### src/design/clil_pkg.sv
// Shared types, field widths and codes for the circular list block.
// No dependencies; clil_alloc and circular_list_insert_delete import this package.
package clil_pkg;

  localparam int CAPACITY_DEF = 32;
  localparam int VALUE_W      = 32;
  localparam int MODE_W       = 2;
  localparam int STATUS_W     = 3;

  localparam logic [MODE_W-1:0] MODE_ADD  = 2'd0;
  localparam logic [MODE_W-1:0] MODE_DEL  = 2'd1;
  localparam logic [MODE_W-1:0] MODE_DUMP = 2'd2;

  localparam logic [STATUS_W-1:0] ST_OK        = 3'd0;
  localparam logic [STATUS_W-1:0] ST_EMPTY     = 3'd1;
  localparam logic [STATUS_W-1:0] ST_NOT_FOUND = 3'd2;
  localparam logic [STATUS_W-1:0] ST_IS_FIRST  = 3'd3;
  localparam logic [STATUS_W-1:0] ST_IS_LAST   = 3'd4;
  localparam logic [STATUS_W-1:0] ST_FULL      = 3'd5;

  typedef struct packed {
    logic [MODE_W-1:0]         mode;
    logic signed [VALUE_W-1:0] value;
  } in_item_t;

  typedef struct packed {
    logic [STATUS_W-1:0]       status;
    logic signed [VALUE_W-1:0] value_out;
    logic                      last;
  } out_item_t;

  // slot allocator commands
  typedef struct packed {
    logic take;  // claim the lowest free slot
    logic give;  // return give_slot to the free pool
  } alloc_ctl_t;

endpackage

### src/design/clil_ram.sv
// Generic single-write, single-read RAM with registered read data.
// No dependencies.
module clil_ram #(
  parameter int WIDTH = 32,
  parameter int DEPTH = 32
) (
  input  logic                     clk,
  input  logic                     we,
  input  logic [$clog2(DEPTH)-1:0] waddr,
  input  logic [WIDTH-1:0]         wdata,
  input  logic [$clog2(DEPTH)-1:0] raddr,
  output logic [WIDTH-1:0]         rdata
);

  logic [WIDTH-1:0] mem [DEPTH];
  logic [WIDTH-1:0] rdata_r;

  always_ff @(posedge clk) begin
    if (we) begin
      mem[waddr] <= wdata;
    end
    rdata_r <= mem[raddr];
  end

  assign rdata = rdata_r;

endmodule

### src/design/clil_alloc.sv
// Free-slot map and lowest-free-slot picker for the list store.
// Depends on clil_pkg.
module clil_alloc #(
  parameter int CAPACITY = 32
) (
  input  logic                        clk,
  input  logic                        rst_n,
  input  clil_pkg::alloc_ctl_t        ctl,
  input  logic [$clog2(CAPACITY)-1:0] give_slot,
  output logic [$clog2(CAPACITY)-1:0] pick,
  output logic [CAPACITY-1:0]         free_map
);
  import clil_pkg::*;

  localparam int AW = $clog2(CAPACITY);

  logic [CAPACITY-1:0] free_map_r;
  logic [CAPACITY-1:0] free_map_nxt;
  logic [AW-1:0]       pick_c;

  // lowest set bit wins
  always_comb begin
    pick_c = '0;
    for (int s = CAPACITY - 1; s >= 0; s--) begin
      if (free_map_r[s]) begin
        pick_c = AW'(s);
      end
    end
  end

  always_comb begin
    free_map_nxt = free_map_r;
    if (ctl.take) begin
      free_map_nxt[pick_c] = 1'b0;
    end
    if (ctl.give) begin
      free_map_nxt[give_slot] = 1'b1;
    end
  end

  always_ff @(posedge clk) begin
    if (!rst_n) begin
      free_map_r <= '1;
    end else begin
      free_map_r <= free_map_nxt;
    end
  end

  assign pick     = pick_c;
  assign free_map = free_map_r;

endmodule

### src/design/circular_list_insert_delete.sv
// Circular singly linked list: add at head, delete first match unless it is the head or tail of a longer list, dump.
// A full add, or a delete or dump of an empty list, gives its result strobe in the cycle after
// acceptance; any other add answers from S_ADD, and delete and dump answer from the walk.
// Dump emits one item per cycle; the walk reads one linked entry per cycle from the RAMs.
// One item at a time: busy holds off start until the add or walk ends; a full add or an empty
// delete or dump leaves busy low.
// Reset (synchronous, rst_n low): list empty, all slots free; RAM contents left undefined.
module circular_list_insert_delete #(
  parameter int CAPACITY = clil_pkg::CAPACITY_DEF
) (
  input  logic                clk,
  input  logic                rst_n,
  input  logic                start,
  output logic                busy,
  input  clil_pkg::in_item_t  in_item,
  output logic                out_valid,
  output clil_pkg::out_item_t out_item
);
  import clil_pkg::*;

  localparam int AW = $clog2(CAPACITY);
  localparam int CW = $clog2(CAPACITY + 1);

  localparam logic [1:0] S_IDLE = 2'd0;
  localparam logic [1:0] S_ADD  = 2'd1;  // second link write of an add
  localparam logic [1:0] S_SRCH = 2'd2;  // delete search walk
  localparam logic [1:0] S_DUMP = 2'd3;  // dump walk

  // control state
  logic [1:0]    state_r, state_nxt;
  logic [AW-1:0] head_r, head_nxt;
  logic [AW-1:0] tail_r, tail_nxt;
  logic [CW-1:0] count_r, count_nxt;
  logic          out_valid_r, out_valid_nxt;

  // walk and payload registers
  logic [AW-1:0]             cur_r, cur_nxt;
  logic [AW-1:0]             prev_r, prev_nxt;
  logic [CW-1:0]             idx_r, idx_nxt;
  logic signed [VALUE_W-1:0] val_r, val_nxt;
  out_item_t                 out_item_r, out_item_nxt;

  // memory ports
  logic                      val_we;
  logic                      link_we;
  logic [AW-1:0]             val_waddr;
  logic [AW-1:0]             link_waddr;
  logic [AW-1:0]             link_wdata;
  logic [AW-1:0]             rd_addr;
  logic [VALUE_W-1:0]        val_rd;
  logic [AW-1:0]             link_rd;

  // allocator
  alloc_ctl_t          alloc_ctl;
  logic [AW-1:0]       give_slot;
  logic [AW-1:0]       pick;
  logic [CAPACITY-1:0] free_map;

  logic accept;
  logic walk_end;
  logic hit;

  assign accept   = start && !busy;
  assign walk_end = (idx_r + CW'(1)) == count_r;
  assign hit      = $signed(val_rd) == val_r;

  clil_ram #(.WIDTH(VALUE_W), .DEPTH(CAPACITY)) u_val_ram (
    .clk   (clk),
    .we    (val_we),
    .waddr (val_waddr),
    .wdata (val_r),
    .raddr (rd_addr),
    .rdata (val_rd)
  );

  clil_ram #(.WIDTH(AW), .DEPTH(CAPACITY)) u_link_ram (
    .clk   (clk),
    .we    (link_we),
    .waddr (link_waddr),
    .wdata (link_wdata),
    .raddr (rd_addr),
    .rdata (link_rd)
  );

  clil_alloc #(.CAPACITY(CAPACITY)) u_alloc (
    .clk       (clk),
    .rst_n     (rst_n),
    .ctl       (alloc_ctl),
    .give_slot (give_slot),
    .pick      (pick),
    .free_map  (free_map)
  );

  always_comb begin
    state_nxt     = state_r;
    head_nxt      = head_r;
    tail_nxt      = tail_r;
    count_nxt     = count_r;
    cur_nxt       = cur_r;
    prev_nxt      = prev_r;
    idx_nxt       = idx_r;
    val_nxt       = val_r;
    out_valid_nxt = 1'b0;
    out_item_nxt  = out_item_r;
    val_we        = 1'b0;
    link_we       = 1'b0;
    val_waddr     = pick;
    link_waddr    = pick;
    link_wdata    = head_r;
    rd_addr       = link_rd;   // walks follow the link just read
    alloc_ctl     = '0;
    give_slot     = cur_r;

    case (state_r)
      S_IDLE: begin
        rd_addr = head_r;      // a walk always starts at the head
        if (accept) begin
          val_nxt = in_item.value;
          cur_nxt  = head_r;
          prev_nxt = head_r;
          idx_nxt  = '0;
          case (in_item.mode)
            MODE_ADD: begin
              if (count_r == CW'(CAPACITY)) begin
                out_valid_nxt = 1'b1;
                out_item_nxt  = '{ST_FULL, '0, 1'b1};
              end else begin
                // value write uses val_r, so it lands in S_ADD or next cycle
                link_we       = 1'b1;
                alloc_ctl.take = 1'b1;
                head_nxt      = pick;
                count_nxt     = count_r + CW'(1);
                cur_nxt       = pick;
                state_nxt     = S_ADD;
                if (count_r == '0) begin
                  link_wdata = pick;  // lone element links to itself
                  tail_nxt   = pick;
                end
              end
            end
            MODE_DEL, MODE_DUMP: begin
              if (count_r == '0) begin
                out_valid_nxt = 1'b1;
                out_item_nxt  = '{ST_EMPTY, '0, 1'b1};
              end else begin
                state_nxt = (in_item.mode == MODE_DEL) ? S_SRCH : S_DUMP;
              end
            end
            default: begin
              // unused mode: item dropped, no result
            end
          endcase
        end
      end

      S_ADD: begin
        // value goes to the new slot; tail is pointed at the new head
        val_we        = 1'b1;
        val_waddr     = cur_r;
        link_we       = (count_r != CW'(1));
        link_waddr    = tail_r;
        link_wdata    = head_r;
        out_valid_nxt = 1'b1;
        out_item_nxt  = '{ST_OK, '0, 1'b1};
        state_nxt     = S_IDLE;
      end

      S_SRCH: begin
        cur_nxt  = link_rd;
        prev_nxt = cur_r;
        idx_nxt  = idx_r + CW'(1);
        if (count_r == CW'(1)) begin
          out_valid_nxt = 1'b1;
          state_nxt     = S_IDLE;
          if (hit) begin
            alloc_ctl.give = 1'b1;
            count_nxt      = '0;
            out_item_nxt   = '{ST_OK, '0, 1'b1};
          end else begin
            out_item_nxt   = '{ST_NOT_FOUND, '0, 1'b1};
          end
        end else if (hit) begin
          out_valid_nxt = 1'b1;
          state_nxt     = S_IDLE;
          if (cur_r == head_r) begin
            out_item_nxt = '{ST_IS_FIRST, '0, 1'b1};
          end else if (cur_r == tail_r) begin
            out_item_nxt = '{ST_IS_LAST, '0, 1'b1};
          end else begin
            // middle match: predecessor skips over it
            link_we        = 1'b1;
            link_waddr     = prev_r;
            link_wdata     = link_rd;
            alloc_ctl.give = 1'b1;
            count_nxt      = count_r - CW'(1);
            out_item_nxt   = '{ST_OK, '0, 1'b1};
          end
        end else if (walk_end) begin
          out_valid_nxt = 1'b1;
          out_item_nxt  = '{ST_NOT_FOUND, '0, 1'b1};
          state_nxt     = S_IDLE;
        end
      end

      S_DUMP: begin
        idx_nxt       = idx_r + CW'(1);
        out_valid_nxt = 1'b1;
        out_item_nxt  = '{ST_OK, $signed(val_rd), walk_end};
        if (walk_end) begin
          state_nxt = S_IDLE;
        end
      end

      default: begin
        state_nxt = S_IDLE;
      end
    endcase
  end

  always_ff @(posedge clk) begin
    if (!rst_n) begin
      state_r     <= S_IDLE;
      head_r      <= '0;
      tail_r      <= '0;
      count_r     <= '0;
      out_valid_r <= 1'b0;
    end else begin
      state_r     <= state_nxt;
      head_r      <= head_nxt;
      tail_r      <= tail_nxt;
      count_r     <= count_nxt;
      out_valid_r <= out_valid_nxt;
    end
  end

  always_ff @(posedge clk) begin
    cur_r      <= cur_nxt;
    prev_r     <= prev_nxt;
    idx_r      <= idx_nxt;
    val_r      <= val_nxt;
    out_item_r <= out_item_nxt;
  end

  assign busy      = (state_r != S_IDLE);
  assign out_valid = out_valid_r;
  assign out_item  = out_item_r;

  // ---------------------------------------------------------------------------
  // Assertions
  // ---------------------------------------------------------------------------

  // live elements plus free slots always cover the store exactly
  a_slot_balance: assert property (@(posedge clk) disable iff (!rst_n)
    ($countones(free_map) + int'(count_r)) == CAPACITY)
    else $error("free map and element count disagree");

  // only dump elements come without last, and they are always status ok
  a_nonlast_ok: assert property (@(posedge clk) disable iff (!rst_n)
    out_valid && !out_item.last |-> out_item.status == ST_OK)
    else $error("non-final result with bad status");

  // a dump streams with no gaps until its last element
  a_dump_stream: assert property (@(posedge clk) disable iff (!rst_n)
    out_valid && !out_item.last |=> out_valid)
    else $error("dump stream broken");

  // a result strobe must not stem from the idle state while busy; busy rules out the idle state, so this always holds
  a_no_overlap: assert property (@(posedge clk) disable iff (!rst_n)
    busy |=> !(out_valid && $past(state_r) == S_IDLE))
    else $error("result strobe without finishing walk");

endmodule
### config.mk
export PLATFORM = sky130hd
export DESIGN_NAME = circular_list_insert_delete
export DESIGN_NICKNAME = d
export VERILOG_FILES = /design/src/design/clil_pkg.sv /design/src/design/clil_ram.sv /design/src/design/clil_alloc.sv /design/src/design/circular_list_insert_delete.sv
export SDC_FILE = /design/constraint.sdc
export NUM_CORES = 2
export LEC_CHECK = 0
export BUFFER_PORTS_ARGS = -buffer_cell sky130_fd_sc_hd__buf_2
export CAP_MARGIN = 20
export CORE_MARGIN = 4
export CORE_UTILIZATION = 35
export CTS_CLUSTER_SIZE = 25
export DETAILED_ROUTE_END_ITERATION = 10
export PLACE_DENSITY_LB_ADDON = 0.08
export SYNTH_ARGS = -nofsm -noshare
export SYNTH_HDL_FRONTEND = slang
export SYNTH_SLANG_ARGS = --single-unit
### constraint.sdc
create_clock -name clk -period 3.92 [get_ports clk]
set_input_delay 0.784 -clock clk [delete_from_list [all_inputs] [get_ports clk]]
set_output_delay 0.784 -clock clk [all_outputs]
set_load 0.01 [all_outputs]
======== After elaboration in Yosys (flattened, before gate mapping) ========
Memory sizes are Yosys's and may differ from the RTL's. A register that Yosys moved wholly into a read port is not among the register bits.
Index checks and enable logic that the tools add are counted.
storage, ports and cells
  bits in latches ......................... 0
  logic and storage cells ................. 186
  memories ................................ 2
  ROM bits ................................ 0
  output and inout port bits .............. 38
  register bits ........................... 135
  bits in writable memories ............... 1184
operators by class
  $mul .................................... 0
  $lt $le $gt $ge ......................... 4
  add/sub/neg operators ................... 3
  div/mod/pow operators ................... 0
  multiplexer cells ....................... 116
  bitwise gates (word level) .............. 4
  shifts and indexed selects .............. 0
  reduce and logical (&&, ||, !) cells .... 20
  equal/unequal tests ..................... 24
memory list
  memory          words  width  read ports  clocked after memory_dff  write ports  line            RTL
  u_val_ram.mem   32     32     1           1                         1            clil_ram.sv:15  logic [WIDTH-1:0] mem [DEPTH];
  u_link_ram.mem  32     5      1           1                         1            clil_ram.sv:15
operators by type and width
  kind                                                                                 count
  36-bit two-way mux                                                                   8
  5-bit two-way mux                                                                    50
  36-bit case mux with 4 select lines                                                  1
  36-bit case mux with 2 select lines                                                  1
  32-bit two-way mux                                                                   2
  6-bit two-way mux                                                                    9
  5-bit case mux with 2 select lines                                                   4
  35-bit two-way mux                                                                   1
  32-bit bitwise AND                                                                   1
  32-bit == test                                                                       1
  32-bit inverter                                                                      1
  32-bit bitwise OR                                                                    1
  1-bit two-way mux                                                                    25
  6-bit case mux with 2 select lines                                                   2
  3-bit inequality test, second input constant                                         6
  6-bit by 1-bit adder with 6-bit output, second input constant                        2
  5-bit by 6-bit < comparator with 1-bit output, second input constant                 2
  2-bit two-way mux                                                                    6
  1-bit demux with 5-bit select                                                        2
  5-bit == test                                                                        2
  5-bit by 1-bit greater-or-equal comparator with 1-bit output, second input constant  2
  5-bit AND reduction                                                                  2
  2-bit case mux with 4 select lines                                                   1
  7-bit AND reduction                                                                  1
  other kinds (23)                                                                     38

======== Longest topological paths before layout ========
  depth in word-level cells ............... 41
  mapped depth ............................ 12
  gate-level depth less buffers ........... 9

======== Hierarchy ========
Synthesis repeated with hierarchy kept, for this count alone.
unflattened totals
  cell total of the unflattened synthesis .. 3230
  area, all modules ....................... 54085.6 um2
by module, submodules not included
  module                       area each (um2)  times used  cells each  sequential area each (um2)
  clil_ram (u_val_ram)         40492.6          1           2260        31390.1
  clil_ram (u_link_ram)        6344.8           1           277         4904.7
  circular_list_insert_delete  5387.7           1           465         2902.8
  clil_alloc                   1860.5           1           228         640.6

======== Least setup slack after synthesis ========
No wires, ideal clock.
  kind .................................... register -> register
  start point ............................. reg val_r[18]
  end point ............................... reg out_item_r, in the netlist out_item[0] (enable)
  stages on the path, launching flop included .. 8
  data arrival time ....................... 3679 ps
  path slack .............................. -200 ps
  cells stage by stage .................... edfxtp_1 -> xor2_1 -> nor4_1 -> nand4_1 -> nor2_2 -> clkbuf_1 -> nor3_1 -> a21oi_1
on the way
  longest elaborated chain between the ends .. 3
ends and longest elaborated chain
  what                             line                                RTL
  from (decl)                      circular_list_insert_delete.sv:40   logic signed [VALUE_W-1:0] val_r, val_nxt;
  from (signal assigned)           circular_list_insert_delete.sv:240  val_r <= val_nxt;
  32-bit == test                   circular_list_insert_delete.sv:65   assign hit = $signed(val_rd) == val_r;
  4-bit inequality test (no line)  --
  5-bit AND reduction (no line)    --
  to (signal assigned)             circular_list_insert_delete.sv:241  out_item_r <= out_item_nxt;
  to (decl)                        circular_list_insert_delete.sv:41   out_item_t out_item_r, out_item_nxt;
Every way passes these cells.
A chain may end at the register's enable or synchronous reset.

======== Final worst setup path ========
  start point ............................. reg val_r[14]
  end point ............................... mem u_link_ram.mem[9][1] (netlist name) (enable)
on the way
  longest elaborated chain between the ends .. 6
ends and longest elaborated chain
  what                                     line                                RTL
  32-bit == test (*)                       circular_list_insert_delete.sv:65
  1-bit two-way mux                        circular_list_insert_delete.sv:182  end else if (hit) begin
  1-bit two-way mux                        circular_list_insert_delete.sv:172  if (count_r == CW'(1)) begin
  1-bit case mux with 3 select lines       circular_list_insert_delete.sv:114  case (state_r)
  1-bit two-way mux                        clil_ram.sv:19                      if (we) begin
  1-bit two-way mux (not written as such)  clil_ram.sv:20                      mem[waddr] <= wdata;
  to (decl)                                clil_ram.sv:15
Mark *: on every way between the ends. The rest lies on a longest branch, timed or not.

==> flow_summary_export.csv <==
group,metric,value,unit
outcome,outcome,"finished clean",
logic_synthesis,yosys_most_used_dff,"sky130_fd_sc_hd__edfxtp_1",
timing,setup_repair_after_global_routing_missed_its_margin,"no",
logic_synthesis,yosysSeqAreaShare,0.751,
timing,timing.final.crit_share,0.899,
floorplan,chipWidth,397,um
global_route,antenna_found_initial,18,
critical_path,worst_path_largest_cell_delay,0.52,ns
critical_path,crit_arrival,3.99,ns
route,vias,28700,
route,antenna_left,0,
timing,report.final.hold_viol_count,0,
timing,timing.clock.skew,0.0233,ns
placement,hpwlAfterDp,92.2,mm
floorplan,die_h,397,um
timing,worst_pin_slew,1.10,ns
global_route,grt_first_pass_wirelength,225,mm
critical_path,timing_worst_setup_path_type,"reg -> reg",
placement,gp_congestion,0.840,
route,wl_per_cell,29.4,um
cts,postCtsResizedCells,0,
route,routed_wl,158,mm
cts,tritoncts_num_sinks,1356,
logic_synthesis,edff_count_synth,1268,
floorplan,row_count,142,
critical_path,cp_slowest_cell,"sky130_fd_sc_hd__edfxtp_1",
logic_synthesis,seq_cells_post_synth,1356,
logic_synthesis,ys_types,61,
power_and_ir_drop,leakagePower,20.8,nW
cts,cts_hold_repair.buffers,0,
timing,setup_viols_final,0,
cts,number_of_cts_inserted_buffers,149,
power_and_ir_drop,vdd_drop_max,0.377,mV
placement,buffer_ports.inserted,74,
timing,minimum_clock_period_after_layout,3.52,ns
critical_path,critical_path.endpoint_type,"register",
logic_synthesis,ys_async_sr_fraction,0,
critical_path,maximum_fanout_along_the_worst_path,10,
logic_synthesis,synthesis.area,0.0530,mm^2
finish,layout_overhead_on_the_synthesized_area,17.7,%
cts,worst_setup_hold_path_clk_slew,0.06,ns
critical_path,startpoint_type,"register",
global_route,grt_overflow,0,
cts,cts_buffer_depth,3,
critical_path,critPathRequiredTime,4.39,ns
floorplan,io_pins,75,
cts,cts_tree,"built",
floorplan,floorplan.die_area,0.158,mm^2
finish,num-nets-final,3265,
global_route,groute.usage.overall,0.200,
timing,slew_headroom,0.265,
power_and_ir_drop,cellPowerDensity,546,mW/mm^2
route,drc_markers,0,
route,drt-pass1-iter-count,5,
run,max_cap_viol_count,0,
cts,cts_setup_buffers,0,
finish,mostFrequentLayoutCells,"sky130_fd_sc_hd__edfxtp_1, sky130_fd_sc_hd__nand2_1, sky130_fd_sc_hd__mux4_2",
cts,root_buffer,"sky130_fd_sc_hd__clkbuf_16",
finish,utilization,0.416,
floorplan,initial_core_util,0.353,
cts,insertion_delay,0.77,ns
global_route,first_global_vias,29800,
logic_synthesis,yosysWarnings,0,
logic_synthesis,synth_cells,2942,
timing,final_max_slew_viol_count,0,
logic_synthesis,post_synth_net_total,2990,
finish,layout.cells.most_common,"sky130_fd_sc_hd__edfxtp_1",
timing,maxClockFrequency,284,MHz
route,avgViaCountPerCell,5.36,
global_route,largest_net_degree_at_the_start_of_global_routing,60,
min_path,timing.hold.worst.class,"in -> reg",
critical_path,timing.critical_path.cells,"xor2_1 -> nor4_2 -> nand4_1 -> nor2_2 -> buf_4 -> a41oi_2 -> a221o_1 -> or3_1 -> nor2_1 -> buf_4",
floorplan,core,0.150,mm^2
route,drt-initial-drc-count,2665,
timing,finalSetupTns,0,ns
logic_synthesis,synthesis.area_per_instance,18.0,um^2
cts,cts_max_level,4,
finish,drive_above_1_share,0.252,
critical_path,crit_top_cell,"sky130_fd_sc_hd__buf_4",
logic make-up (layout without fill, tap and decap cells):
logic type	after synthesis	in the layout	synth area share
flip-flops	1356	1356	0.751
AND/OR/NAND/NOR	832	832	0.0703
multiplexers	313	313	0.129
AO/OA/AOI/OAI	196	196	0.0242
buffers and inverters	179	574	0.0136
XOR/XNOR	55	55	0.00908
adder cells (fa/ha/maj)	11	11	0.00260
other	0	3	0
worst paths after layout:
kind,slack [ns],cells after the start,end,from
min reg2reg,0.50,2,tail_r[4],tail_r[4]
min,0.19,1,val_r[11],in_item[11]
max,0.40,10,u_link_ram.mem[9][1],val_r[14]
max reg2reg,0.40,10,u_link_ram.mem[9][1],val_r[14]
flip-flops by register name, summed over array words and instances (netlist names), 6 cells and up:
signal / cells
count_r: 6
u_link_ram.mem: 160
idx_r: 6
u_val_ram.rdata: 32
val_r: 32
u_val_ram.mem: 1024
u_alloc.free_map: 32
out_item: 36
synthesized netlist by cell type (all sizes together) (36+ instances only):
library cell	instances	area [um^2]
edfxtp	1268	38100
nand2	397	1490
mux4	296	6670
nand3	214	1070
clkbuf	109	409
nor2	96	365
o21ai	89	445
dfxtp	88	1760
buf	52	243
and2	41	257
xor2	36	315
area by class of cell:
| type | count | area (um^2) |
|---|---|---|
| Antenna cell | 3 | 7.51 |
| Clock buffer | 201 | 4060 |
| Clock inverter | 70 | 576 |
| Fill cell | 13400 | 87700 |
| Inverter | 18 | 67.6 |
| Multi-Input combinational cell | 1407 | 12800 |
| Sequential cell | 1356 | 39800 |
| Tap cell | 2016 | 2520 |
| Timing Repair Buffer | 285 | 2550 |
power breakdown:
group	leakage, nW	internal (W)	switching [W]
registers	12.4	0.0163	0.000300
clock network	2.26	0.00757	0.00574
logic	6.18	0.00167	0.00254
through the flow:
step                std cells  setup slack (ns)  cell area [um^2]  power, W  hold slack (ns)
floorplan                2942             0.345             53000    0.0193            0.465
finish                   5356             0.397             62400    0.0341            0.193
CTS                      5353             0.216             62400    0.0346            0.130
detailed placement       5082             0.258             57800    0.0212            0.497
global route             5354             0.143             62400    0.0355            0.145
global placement         5082             0.287             57800    0.0212            0.488
critical path: cells and delay by family (launching register included):
family          cells  cell delay, ns
flops               1            0.52
simple gates        5            1.46
xor+xnor            1            0.22
buf+inv             2            0.37
compound gates      2            0.64
routing by layer:
metal	vias up	GRT usage	share of wire
met4	4	0.0439	0.018
met2	864	0.322	0.48
met1	15500	0.289	0.45
li1	12200	-	-
met3	179	0.0301	0.051
met5	-	0	0.00017
No activity file was read; power rests on OpenSTA's default activity.
